--- config.mk ---
export PLATFORM = sky130hd
export DESIGN_NAME = priority_failover_selector
export DESIGN_NICKNAME = d
export VERILOG_FILES = /design/src/hdl/pfs_pkg.sv /design/src/hdl/pfs_node_table.sv /design/src/hdl/priority_failover_selector.sv
export SDC_FILE = /design/constraint.sdc
export NUM_CORES = 2
export LEC_CHECK = 0
export BUFFER_PORTS_ARGS = -buffer_cell sky130_fd_sc_hd__buf_4
export CAP_MARGIN = 20
export CELL_PAD_IN_SITES_DETAIL_PLACEMENT = 1
export CELL_PAD_IN_SITES_GLOBAL_PLACEMENT = 1
export CORE_MARGIN = 2
export CORE_UTILIZATION = 51
export DETAILED_ROUTE_END_ITERATION = 16
export PLACE_DENSITY = 0.79
export SLEW_MARGIN = 10
export SYNTH_ARGS = -nofsm -noshare
export SYNTH_HDL_FRONTEND = slang
export SYNTH_SLANG_ARGS = --single-unit
export TNS_END_PERCENT = 1
--- constraint.sdc ---
create_clock -name clk -period 27.7 [get_ports clk]
set_clock_uncertainty 0.05 [all_clocks]
set_input_delay 4.155 -clock clk [delete_from_list [all_inputs] [get_ports clk]]
set_output_delay 4.155 -clock clk [all_outputs]
set_load 0.01 [all_outputs]
--- src/hdl/pfs_pkg.sv ---
// types, constants and codes of the priority failover selector
`default_nettype none

package pfs_pkg;

  // fixed field widths
  localparam int NODE_W     = 3;
  localparam int FUNC_W     = 3;
  localparam int STATUS_W   = 3;
  localparam int CNT_W      = 32;
  localparam int TIME_W     = 64;
  localparam int COUNT_W    = 4;
  localparam int LANE_W     = 8;
  localparam int CFG_IDX_W  = 3;
  localparam int CFG_DATA_W = 64;

  // parameter defaults
  localparam int NODES_DEF     = 8;
  localparam int PRIO_BITS_DEF = 8;

  // configuration reset values
  localparam logic [COUNT_W-1:0]    NODES_IN_USE_RST = 4'd1;
  localparam logic [CNT_W-1:0]      COOLDOWN_RST     = 32'd30000;
  localparam logic [LANE_W-1:0]     ENABLE_RST       = 8'hff;
  localparam logic [TIME_W-1:0]     PRIORITY_RST     = 64'd0;

  // configuration register indexes
  typedef enum logic [CFG_IDX_W-1:0] {
    CFG_NODES_IN_USE  = 3'd0,
    CFG_COOLDOWN      = 3'd1,
    CFG_PREFER_HIGHER = 3'd2,
    CFG_ENABLE_MASK   = 3'd3,
    CFG_PRIORITY      = 3'd4
  } cfg_reg_t;

  // function codes of an input word
  typedef enum logic [FUNC_W-1:0] {
    FN_MARK_FAILED  = 3'd0,
    FN_MARK_SUCCESS = 3'd1,
    FN_NEXT_NODE    = 3'd2,
    FN_TRY_HIGHER   = 3'd3,
    FN_NODE_STATUS  = 3'd4
  } func_t;

  // node status codes
  typedef enum logic [STATUS_W-1:0] {
    ST_DISABLED = 3'd0,
    ST_ACTIVE   = 3'd1,
    ST_COOLING  = 3'd2,
    ST_READY    = 3'd3,
    ST_INVALID  = 3'd4
  } status_t;

  // sequencer states
  typedef enum logic {
    S_IDLE = 1'b0,
    S_WORK = 1'b1
  } state_t;

  // one node's health record
  typedef struct packed {
    logic [TIME_W-1:0] fail_time;
    logic [TIME_W-1:0] ok_time;
    logic [CNT_W-1:0]  streak;
    logic [CNT_W-1:0]  ok_cnt;
    logic [CNT_W-1:0]  fail_cnt;
  } node_entry_t;

  // write request into the health table
  typedef struct packed {
    logic              en;
    logic [NODE_W-1:0] node;
    node_entry_t       entry;
  } table_wr_t;

endpackage

`default_nettype wire

--- src/hdl/pfs_node_table.sv ---
// per-node health table: one read port, one write port, cleared by valid bits
`default_nettype none

module pfs_node_table #(
  parameter int NODES = pfs_pkg::NODES_DEF
) (
  input  wire logic                      clk,
  input  wire logic                      rst,
  input  wire logic [pfs_pkg::NODE_W-1:0] rd_node,
  output pfs_pkg::node_entry_t           rd_entry,
  input  wire pfs_pkg::table_wr_t        wr
);

  localparam int IDX_W = (NODES > 1) ? $clog2(NODES) : 1;

  pfs_pkg::node_entry_t mem [NODES];
  logic [NODES-1:0]     valid;

  logic [IDX_W-1:0] rd_idx;
  logic [IDX_W-1:0] wr_idx;

  assign rd_idx = rd_node[IDX_W-1:0];
  assign wr_idx = wr.node[IDX_W-1:0];

  // entries never written read as zero
  assign rd_entry = valid[rd_idx] ? mem[rd_idx] : '0;

  // valid bits
  always_ff @(posedge clk) begin
    if (rst) begin
      valid <= '0;
    end else if (wr.en) begin
      valid[wr_idx] <= 1'b1;
    end
  end

  // record storage
  always_ff @(posedge clk) begin
    if (wr.en) begin
      mem[wr_idx] <= wr.entry;
    end
  end

endmodule

`default_nettype wire

--- src/hdl/priority_failover_selector.sv ---
// Priority failover selector: node health table and failover choice.
//
// Input channel (in_valid/in_ready) carries one word: func, node_sel,
// active_node, now_ms. Output channel (out_valid/out_ready) returns exactly
// one result word per input word. Configuration is a plain write port
// (cfg_we, cfg_index, cfg_data); the user must write it only while the block
// is idle, which the block itself does not enforce.
// Sequencing: a mark, status or unused function completes without a scan;
// next-node and try-higher scan all NODES table entries with the single
// cooldown compare unit, which visits one table entry per cycle, save that
// the last step waits while the output register holds an untaken result.
// The result is registered at the edge that ends the last step, and in_ready
// rises at that same edge, so a new word may enter while the result waits.
//
// Reset (rst, synchronous) restores the configuration defaults and clears
// every health record through per-node valid bits; no clearing sweep.
// When out_ready is held low the finished result holds in the output
// register and the next word stalls on its last step until it is taken.
`default_nettype none

module priority_failover_selector #(
  parameter int NODES     = pfs_pkg::NODES_DEF,
  parameter int PRIO_BITS = pfs_pkg::PRIO_BITS_DEF
) (
  input  wire logic                            clk,
  input  wire logic                            rst,
  // configuration
  input  wire logic                            cfg_we,
  input  wire logic [pfs_pkg::CFG_IDX_W-1:0]   cfg_index,
  input  wire logic [pfs_pkg::CFG_DATA_W-1:0]  cfg_data,
  // input words
  input  wire logic                            in_valid,
  output logic                                 in_ready,
  input  wire logic [pfs_pkg::FUNC_W-1:0]      func,
  input  wire logic [pfs_pkg::NODE_W-1:0]      node_sel,
  input  wire logic [pfs_pkg::NODE_W-1:0]      active_node,
  input  wire logic [pfs_pkg::TIME_W-1:0]      now_ms,
  // result words
  output logic                                 out_valid,
  input  wire logic                            out_ready,
  output logic                                 found,
  output logic [pfs_pkg::NODE_W-1:0]           chosen_node,
  output logic                                 higher_usable,
  output logic [pfs_pkg::STATUS_W-1:0]         node_status,
  output logic [pfs_pkg::CNT_W-1:0]            fail_streak,
  output logic [pfs_pkg::CNT_W-1:0]            success_total,
  output logic [pfs_pkg::CNT_W-1:0]            failure_total,
  output logic [pfs_pkg::TIME_W-1:0]           success_stamp,
  output logic [pfs_pkg::TIME_W-1:0]           failure_stamp
);

  localparam int IDX_W = (NODES > 1) ? $clog2(NODES) : 1;
  localparam logic [IDX_W-1:0] LAST_IDX = IDX_W'(NODES - 1);
  localparam logic [pfs_pkg::COUNT_W-1:0] NODES_CNT = pfs_pkg::COUNT_W'(NODES);

  // configuration registers
  logic [pfs_pkg::COUNT_W-1:0] nodes_in_use;
  logic [pfs_pkg::CNT_W-1:0]   cooldown_len;
  logic                        prefer_higher;
  logic [pfs_pkg::LANE_W-1:0]  enable_mask;
  logic [pfs_pkg::TIME_W-1:0]  priority_words;

  // captured input word
  pfs_pkg::func_t              func_q;
  logic [pfs_pkg::NODE_W-1:0]  sel_q;
  logic [pfs_pkg::NODE_W-1:0]  act_q;
  logic [pfs_pkg::TIME_W-1:0]  now_q;

  // sequencer
  pfs_pkg::state_t state;
  pfs_pkg::state_t state_next;
  logic [IDX_W-1:0] idx;

  // scan accumulators
  logic                 have_best, have_best_next;
  logic                 have_fb, have_fb_next;
  logic [IDX_W-1:0]     best, best_next;
  logic [IDX_W-1:0]     fb, fb_next;
  logic [PRIO_BITS-1:0] best_p, best_p_next;
  logic [PRIO_BITS-1:0] fb_p, fb_p_next;
  logic                 hit, hit_next;

  // step control
  logic accept;
  logic is_scan;
  logic last;
  logic out_free;
  logic adv;
  logic finish;

  // table access
  logic [pfs_pkg::NODE_W-1:0] rd_node;
  logic [pfs_pkg::NODE_W-1:0] scan_node;
  pfs_pkg::node_entry_t       ent;
  pfs_pkg::node_entry_t       upd;
  pfs_pkg::table_wr_t         wr;

  // shared cooldown compare and node qualifiers
  logic [pfs_pkg::COUNT_W-1:0] count;
  logic [pfs_pkg::TIME_W-1:0]  elapsed;
  logic                        cooling;
  logic                        scan_present;
  logic                        sel_present;
  logic [PRIO_BITS-1:0]        cur_prio;
  logic [PRIO_BITS-1:0]        scan_prio;
  logic                        cand;
  pfs_pkg::status_t            status_val;

  pfs_node_table #(
    .NODES (NODES)
  ) u_table (
    .clk      (clk),
    .rst      (rst),
    .rd_node  (rd_node),
    .rd_entry (ent),
    .wr       (wr)
  );

  // configuration writes
  always_ff @(posedge clk) begin
    if (rst) begin
      nodes_in_use   <= pfs_pkg::NODES_IN_USE_RST;
      cooldown_len   <= pfs_pkg::COOLDOWN_RST;
      prefer_higher  <= 1'b0;
      enable_mask    <= pfs_pkg::ENABLE_RST;
      priority_words <= pfs_pkg::PRIORITY_RST;
    end else if (cfg_we) begin
      case (pfs_pkg::cfg_reg_t'(cfg_index))
        pfs_pkg::CFG_NODES_IN_USE:  nodes_in_use   <= cfg_data[pfs_pkg::COUNT_W-1:0];
        pfs_pkg::CFG_COOLDOWN:      cooldown_len   <= cfg_data[pfs_pkg::CNT_W-1:0];
        pfs_pkg::CFG_PREFER_HIGHER: prefer_higher  <= cfg_data[0];
        pfs_pkg::CFG_ENABLE_MASK:   enable_mask    <= cfg_data[pfs_pkg::LANE_W-1:0];
        pfs_pkg::CFG_PRIORITY:      priority_words <= cfg_data;
        default: ;
      endcase
    end
  end

  // handshake and step control
  assign accept   = in_valid && in_ready;
  assign is_scan  = (func_q == pfs_pkg::FN_NEXT_NODE) || (func_q == pfs_pkg::FN_TRY_HIGHER);
  assign last     = is_scan ? (idx == LAST_IDX) : 1'b1;
  assign out_free = !out_valid || out_ready;
  assign adv      = (state == pfs_pkg::S_WORK) && (!last || out_free);
  assign finish   = adv && last;

  // next state
  always_comb begin
    state_next = state;
    case (state)
      pfs_pkg::S_IDLE: begin
        if (in_valid) state_next = pfs_pkg::S_WORK;
      end
      pfs_pkg::S_WORK: begin
        if (finish) state_next = pfs_pkg::S_IDLE;
      end
      default: state_next = pfs_pkg::S_IDLE;
    endcase
  end

  // state outputs
  always_comb begin
    case (state)
      pfs_pkg::S_IDLE: in_ready = 1'b1;
      default:         in_ready = 1'b0;
    endcase
  end

  always_ff @(posedge clk) begin
    if (rst) begin
      state <= pfs_pkg::S_IDLE;
    end else begin
      state <= state_next;
    end
  end

  // scan index
  always_ff @(posedge clk) begin
    if (rst) begin
      idx <= '0;
    end else if (accept) begin
      idx <= '0;
    end else if (adv && !last) begin
      idx <= idx + IDX_W'(1);
    end
  end

  // capture input word
  always_ff @(posedge clk) begin
    if (accept) begin
      func_q <= pfs_pkg::func_t'(func);
      sel_q  <= node_sel;
      act_q  <= active_node;
      now_q  <= now_ms;
    end
  end

  // node count, clamped to the table size
  assign count = (nodes_in_use > NODES_CNT) ? NODES_CNT : nodes_in_use;

  // table read address: scan position or selected node
  assign scan_node = pfs_pkg::NODE_W'(idx);
  assign rd_node   = is_scan ? scan_node : sel_q;

  // shared cooldown unit
  assign elapsed = now_q - ent.fail_time;
  assign cooling = (ent.streak != '0) &&
                   (elapsed < {{(pfs_pkg::TIME_W - pfs_pkg::CNT_W){1'b0}}, cooldown_len});

  // node qualifiers
  assign scan_present = {1'b0, scan_node} < count;
  assign sel_present  = {1'b0, sel_q} < count;
  assign cur_prio     = priority_words[{sel_q, 3'b000} +: PRIO_BITS];
  assign scan_prio    = priority_words[{scan_node, 3'b000} +: PRIO_BITS];
  assign cand         = scan_present && (scan_node != sel_q) && enable_mask[scan_node] &&
                        (scan_prio > cur_prio);

  // accumulator update for this step
  always_comb begin
    have_best_next = have_best;
    best_next      = best;
    best_p_next    = best_p;
    have_fb_next   = have_fb;
    fb_next        = fb;
    fb_p_next      = fb_p;
    hit_next       = hit;
    if (func_q == pfs_pkg::FN_NEXT_NODE && cand) begin
      if (cooling) begin
        if (!have_fb || scan_prio < fb_p) begin
          have_fb_next = 1'b1;
          fb_next      = idx;
          fb_p_next    = scan_prio;
        end
      end else if (!have_best || scan_prio < best_p) begin
        have_best_next = 1'b1;
        best_next      = idx;
        best_p_next    = scan_prio;
      end
    end
    if (func_q == pfs_pkg::FN_TRY_HIGHER && prefer_higher && (act_q != '0) &&
        (scan_node < act_q) && scan_present && enable_mask[scan_node] && !cooling) begin
      hit_next = 1'b1;
    end
  end

  always_ff @(posedge clk) begin
    if (rst || accept) begin
      have_best <= 1'b0;
      have_fb   <= 1'b0;
      hit       <= 1'b0;
    end else if (adv) begin
      have_best <= have_best_next;
      have_fb   <= have_fb_next;
      hit       <= hit_next;
    end
  end

  always_ff @(posedge clk) begin
    if (adv) begin
      best   <= best_next;
      best_p <= best_p_next;
      fb     <= fb_next;
      fb_p   <= fb_p_next;
    end
  end

  // record update for marks
  always_comb begin
    upd = ent;
    if (func_q == pfs_pkg::FN_MARK_FAILED) begin
      upd.fail_time = now_q;
      upd.streak    = ent.streak + pfs_pkg::CNT_W'(1);
      upd.fail_cnt  = ent.fail_cnt + pfs_pkg::CNT_W'(1);
    end else begin
      upd.ok_time = now_q;
      upd.streak  = '0;
      upd.ok_cnt  = ent.ok_cnt + pfs_pkg::CNT_W'(1);
    end
    wr.en    = finish && sel_present &&
               (func_q == pfs_pkg::FN_MARK_FAILED || func_q == pfs_pkg::FN_MARK_SUCCESS);
    wr.node  = sel_q;
    wr.entry = upd;
  end

  // status of the selected node
  always_comb begin
    if (!sel_present) begin
      status_val = pfs_pkg::ST_INVALID;
    end else if (!enable_mask[sel_q]) begin
      status_val = pfs_pkg::ST_DISABLED;
    end else if (sel_q == act_q) begin
      status_val = pfs_pkg::ST_ACTIVE;
    end else if (cooling) begin
      status_val = pfs_pkg::ST_COOLING;
    end else begin
      status_val = pfs_pkg::ST_READY;
    end
  end

  // output valid
  always_ff @(posedge clk) begin
    if (rst) begin
      out_valid <= 1'b0;
    end else if (finish) begin
      out_valid <= 1'b1;
    end else if (out_ready) begin
      out_valid <= 1'b0;
    end
  end

  // output word
  always_ff @(posedge clk) begin
    if (finish) begin
      found         <= 1'b0;
      chosen_node   <= '0;
      higher_usable <= 1'b0;
      node_status   <= pfs_pkg::ST_DISABLED;
      fail_streak   <= '0;
      success_total <= '0;
      failure_total <= '0;
      success_stamp <= '0;
      failure_stamp <= '0;
      case (func_q)
        pfs_pkg::FN_NEXT_NODE: begin
          if (have_best_next) begin
            found       <= 1'b1;
            chosen_node <= pfs_pkg::NODE_W'(best_next);
          end else if (have_fb_next) begin
            found       <= 1'b1;
            chosen_node <= pfs_pkg::NODE_W'(fb_next);
          end
        end
        pfs_pkg::FN_TRY_HIGHER: begin
          higher_usable <= hit_next;
        end
        pfs_pkg::FN_NODE_STATUS: begin
          node_status <= status_val;
          if (sel_present) begin
            fail_streak   <= ent.streak;
            success_total <= ent.ok_cnt;
            failure_total <= ent.fail_cnt;
            success_stamp <= ent.ok_time;
            failure_stamp <= ent.fail_time;
          end
        end
        default: ;
      endcase
    end
  end

endmodule

`default_nettype wire

==> results.txt <==
----------------------------------------------------
[GRT]
  Wire length of the first global-routing pass ... roughly 470000 um
  GRT overflow ... 0
  Number of antenna violations at the first check in global routing ... 9
  Number of global-route vias before repair ... a little over 70000
  Aggregate global-route resource usage ... 0.325
  Largest net degree at the start of global routing ... approximately 210

[Critical path]
  Type of the setup path with the least slack ... reg2reg
  Startpoint Class ... flip-flop
  Critical Path Source ... func_q[1]
  Worst path arrival time ... approximately 13 ns
  Cell seen most often among critical-path stages ... sky130_fd_sc_hd__nand2_1
  Reg-to-reg endpoint ... fb_p[2]
  Worst Path Buf+Inv ... 4
  Minimum setup slack among reg-to-reg paths ... around 15 ns
  R2r worst-path depth ... 30
  Worst setup path end ... fb_p[2]
  Crit path capture type ... flip-flop
  Max stage delay on crit path ... a little under 1 ns
  Worst r2r src ... func_q[1]
  CP delay by family, top ... simple AND/OR/NAND/NOR gates
  Critical path data required time ... approximately 28 ns
  Levels on crit path ... 30
  Maximum net fanout on the critical path ... 96
  Slowest cell on crit path ... sky130_fd_sc_hd__a2111oi_4

[Layout]
  Layout cells sized above 1 ... 0.119
  Area delta synth->final ... 13.2%
  Post-layout instance area ... between 100000 and 150000 um2
  Fin cells ... between 10000 and 15000
  Final nets ... between 8000 and 9000

[Placed design]
  Count of placed standard cells including taps ... just over 10000
  Cell area reported after detailed placement ... between 100000 and 150000 um2
  Port Buffers ... 378
  Routability-driven placement congestion ratio ... 0.922
  Hpwl dp ... around 190000 um

[Die]
  Placeable Area ... ~190000 um2
  Die boundary height ... 441 um
  Number of top-level pins ... roughly 380
  X dimension of the die ... 441 um
  Starting density of the core ... 0.512
  Die area ... slightly below 200000 um2
  Number of placement rows ... between 150 and 200

[Synthesis]
  Top cells by area in the synthesized netlist ... sky130_fd_sc_hd__edfxtp_1 (65%), sky130_fd_sc_hd__nand2_1 (7.4%), sky130_fd_sc_hd__a311oi_1 (2.9%)
  Compound-gate portion of the synthesized area ... 0.0990
  Number of flops mapped to enable cells by yosys ... 2119
  Async set-reset flop share out of synthesis ... 0
  Top cell type by total area after synthesis ... sky130_fd_sc_hd__edfxtp_1
  Fraction of synthesized area in multiplexers ... 0.0217
  Most frequent cells after synthesis ... sky130_fd_sc_hd__edfxtp_1 (2119), sky130_fd_sc_hd__nand2_1 (1908), sky130_fd_sc_hd__nor2_1 (422), sky130_fd_sc_hd__clkbuf_1 (370), sky130_fd_sc_hd__o21ai_0 (352)
  Synthesized area ... 97200 um2
  Sequential-to-total area share from yosys stat ... 0.681
  Netlist cell types ... 87
  Most instantiated flip-flop cell in the synthesis netlist ... sky130_fd_sc_hd__edfxtp_1
  Total number of yosys warnings ... 0
  Portion of synthesized cell area occupied by the leading cell type ... 0.655
  Total of flip-flops plus latches after synthesis ... between 2000 and 2500
  Area share of fa/ha/maj cells after synthesis ... 0.0169
  Average cell area after synthesis ... between 10 and 15 um2
  Syn nets ... a little over 8000
  Share of synthesized cell area in and, or, nand and nor gates ... 0.141
  Dominant combinational cell family by area after synthesis ... simple AND/OR/NAND/NOR gates
  Post-Synth XOR/XNOR Area ... 0.0119
  Leading cell type by number of instances after synthesis ... sky130_fd_sc_hd__edfxtp_1
  Synthesized instance count ... roughly 7900

[Power]
  Power Dens Cells ... 70.4 nW/um2
  Static Leakage ... 38.9 nW
  Maximum VDD drop ... 0.0547 mV
  Post-route total power ... approximately 7.7 mW

[STA]
  Worst rel slew slack ... -0.0290
  RSZ-0062 raised after global routing ... false
  Count of final hold-check violations ... 0
  Final critical path time including I/O delays and setup ... roughly 13 ns
  Sum Neg Setup Slack ... 0 ns
  Number of slew-limit violations in the final report ... 58
  Transition time of the tightest slew-check pin ... 1.54 ns
  Final period utilization ... 0.456
  Top achievable clock speed ... just under 80 MHz
  Setup-failing EPs final ... 0

[Clock network]
  Max clock buf depth ... 3
  TritonCTS Sinks ... between 2000 and 2500
  Clock-pin slew on the worst setup and hold paths ... approximately 0.060 ns
  Count of hold-fix buffers inserted at cts ... 0
  Deepest level of the CTS H-tree ... 4
  Resize count post-CTS ... 0
  Number of buffers created by CTS ... 221
  Clock tree from TritonCTS ... yes
  Post-CTS Setup Bufs ... 0
  Cell at the root of the clock tree ... sky130_fd_sc_hd__clkbuf_16
  Later-pin clock latency in the skew report ... between 0.8 and 0.9 ns

[Run status]
  Violated checks ... slew limit
  Outcome ... finished, violations left

[Routing]
  DRC errors left ... 0
  DR WL met3 ... between 20000 and 25000 um
  Routed len/inst ... 29.6 um
  Initial detailed-routing violation count ... between 7000 and 8000
  Vias/cell ... 6.38
  Detailed-routing wirelength on met1 ... approximately 120000 um
  Drt total wl ... 320000 um
  Via count of the routed design ... 69000
  Pre-antenna DRT Iters ... 8
  Wire length on met2 ... approximately 160000 um
  Number of antenna-violating nets in the routed design ... 0
  Top metal layer carrying routed signals ... met5

[Run]
  Number of max-capacitance violations reported ... 0

[Min path]
  Hold Crit Depth ... 2
  Classification of the worst-slack hold path ... reg2reg

----------------------------------------------------
## where the power goes
part	switching (mW)	internal, mW	total (mW)
Sequential	0.0312	3.77	3.81
Clock	1.33	1.77	3.10
Combinational	0.584	0.248	0.832
## cells by family after synthesis
family                   count (synthesis)
AND/OR/NAND/NOR                       3124
flip-flops                            2244
AO/OA/AOI/OAI                         1386
buffers and inverters                  700
multiplexers                           155
XOR/XNOR                               132
adder cells (fa/ha/maj)                131
## metal layers
metal / track usage / vias to the layer above
met4: 0.179 / 4
met3: 0.0436 / 810
met2: 0.551 / 3249
met5: 0 / -
met1: 0.406 / 35300
li1: - / 29600
## cells in the final DEF (no fill, tap or decap), types with 43 or more instances in the layout
cell,synthesis,routed
sky130_fd_sc_hd__a211oi_1,202,202
sky130_fd_sc_hd__a21oi_1,215,214
sky130_fd_sc_hd__a311oi_1,317,317
sky130_fd_sc_hd__a31oi_1,48,48
sky130_fd_sc_hd__and3_1,329,328
sky130_fd_sc_hd__buf_4,8,520
sky130_fd_sc_hd__clkbuf_16,0,227
sky130_fd_sc_hd__clkinv_2,0,45
sky130_fd_sc_hd__dfxtp_1,125,123
sky130_fd_sc_hd__edfxtp_1,2119,2119
sky130_fd_sc_hd__ha_1,130,130
sky130_fd_sc_hd__inv_1,170,169
sky130_fd_sc_hd__mux2i_1,96,96
sky130_fd_sc_hd__mux4_2,43,43
sky130_fd_sc_hd__nand2_1,1908,1908
sky130_fd_sc_hd__nand2b_1,47,46
sky130_fd_sc_hd__nand3_1,131,130
sky130_fd_sc_hd__nand4_1,50,50
sky130_fd_sc_hd__nor2_1,422,414
sky130_fd_sc_hd__nor3_1,54,50
sky130_fd_sc_hd__o211a_1,43,43
sky130_fd_sc_hd__o21ai_0,352,352
sky130_fd_sc_hd__xnor2_1,71,71
sky130_fd_sc_hd__xor2_1,61,61
## sequential cells by signal (all words and copies together), names as in the netlist, 3 cells and up
name,count
act_q,3
best,3
best_p,8
chosen_node,3
cooldown_len,32
enable_mask,8
fail_streak,32
failure_stamp,64
failure_total,32
fb,3
fb_p,8
func_q,3
idx,3
node_status,3
nodes_in_use,4
now_q,64
priority_words,64
sel_q,3
success_stamp,64
success_total,32
u_table.mem,1792
u_table.valid,8
## per-stage QoR
stage | utilization | hold WS (ns) | worst slack, ns
finish | 0.579 | 0.414 | 15.07
global route | 0.579 | 0.442 | 14.30
CTS | 0.579 | 0.416 | 15.28
detailed placement | 0.539 | 0.406 | 15.38
global placement | 0.539 | 0.399 | 15.75
floorplan | - | 0.386 | 6.56
## worst reg2reg max path: cells and delay by family (launching register included)
kind | cells | cell delay, ns
xor+xnor | 1 | 0.06
fa+ha+maj | 2 | 0.74
flops | 1 | 0.58
compound gates | 8 | 3.50
simple gates | 15 | 3.98
buf+inv | 4 | 3.33
## layout make-up
class / instances / area [um2]
fill: 18700 / 79800
clock inverter: 138 / 1470
tap: 2511 / 3140
antenna: 4 / 10.0
sequential: 2244 / 66100
multi-input combinational: 4928 / 28400
inverter: 170 / 638
clock buffer: 277 / 5980
timing repair buffer: 534 / 4190
## worst min-delay path by stage
stage | startpoint | end
floorplan | u_table.valid[7] | u_table.valid[7]
global placement | cooldown_len[6] | cooldown_len[6]
detailed placement | cooldown_len[9] | cooldown_len[9]
CTS | cooldown_len[20] | cooldown_len[20]
global route | cooldown_len[20] | cooldown_len[20]
finish | cooldown_len[20] | cooldown_len[20]
Note: power is estimated with default switching activity, not from simulation.
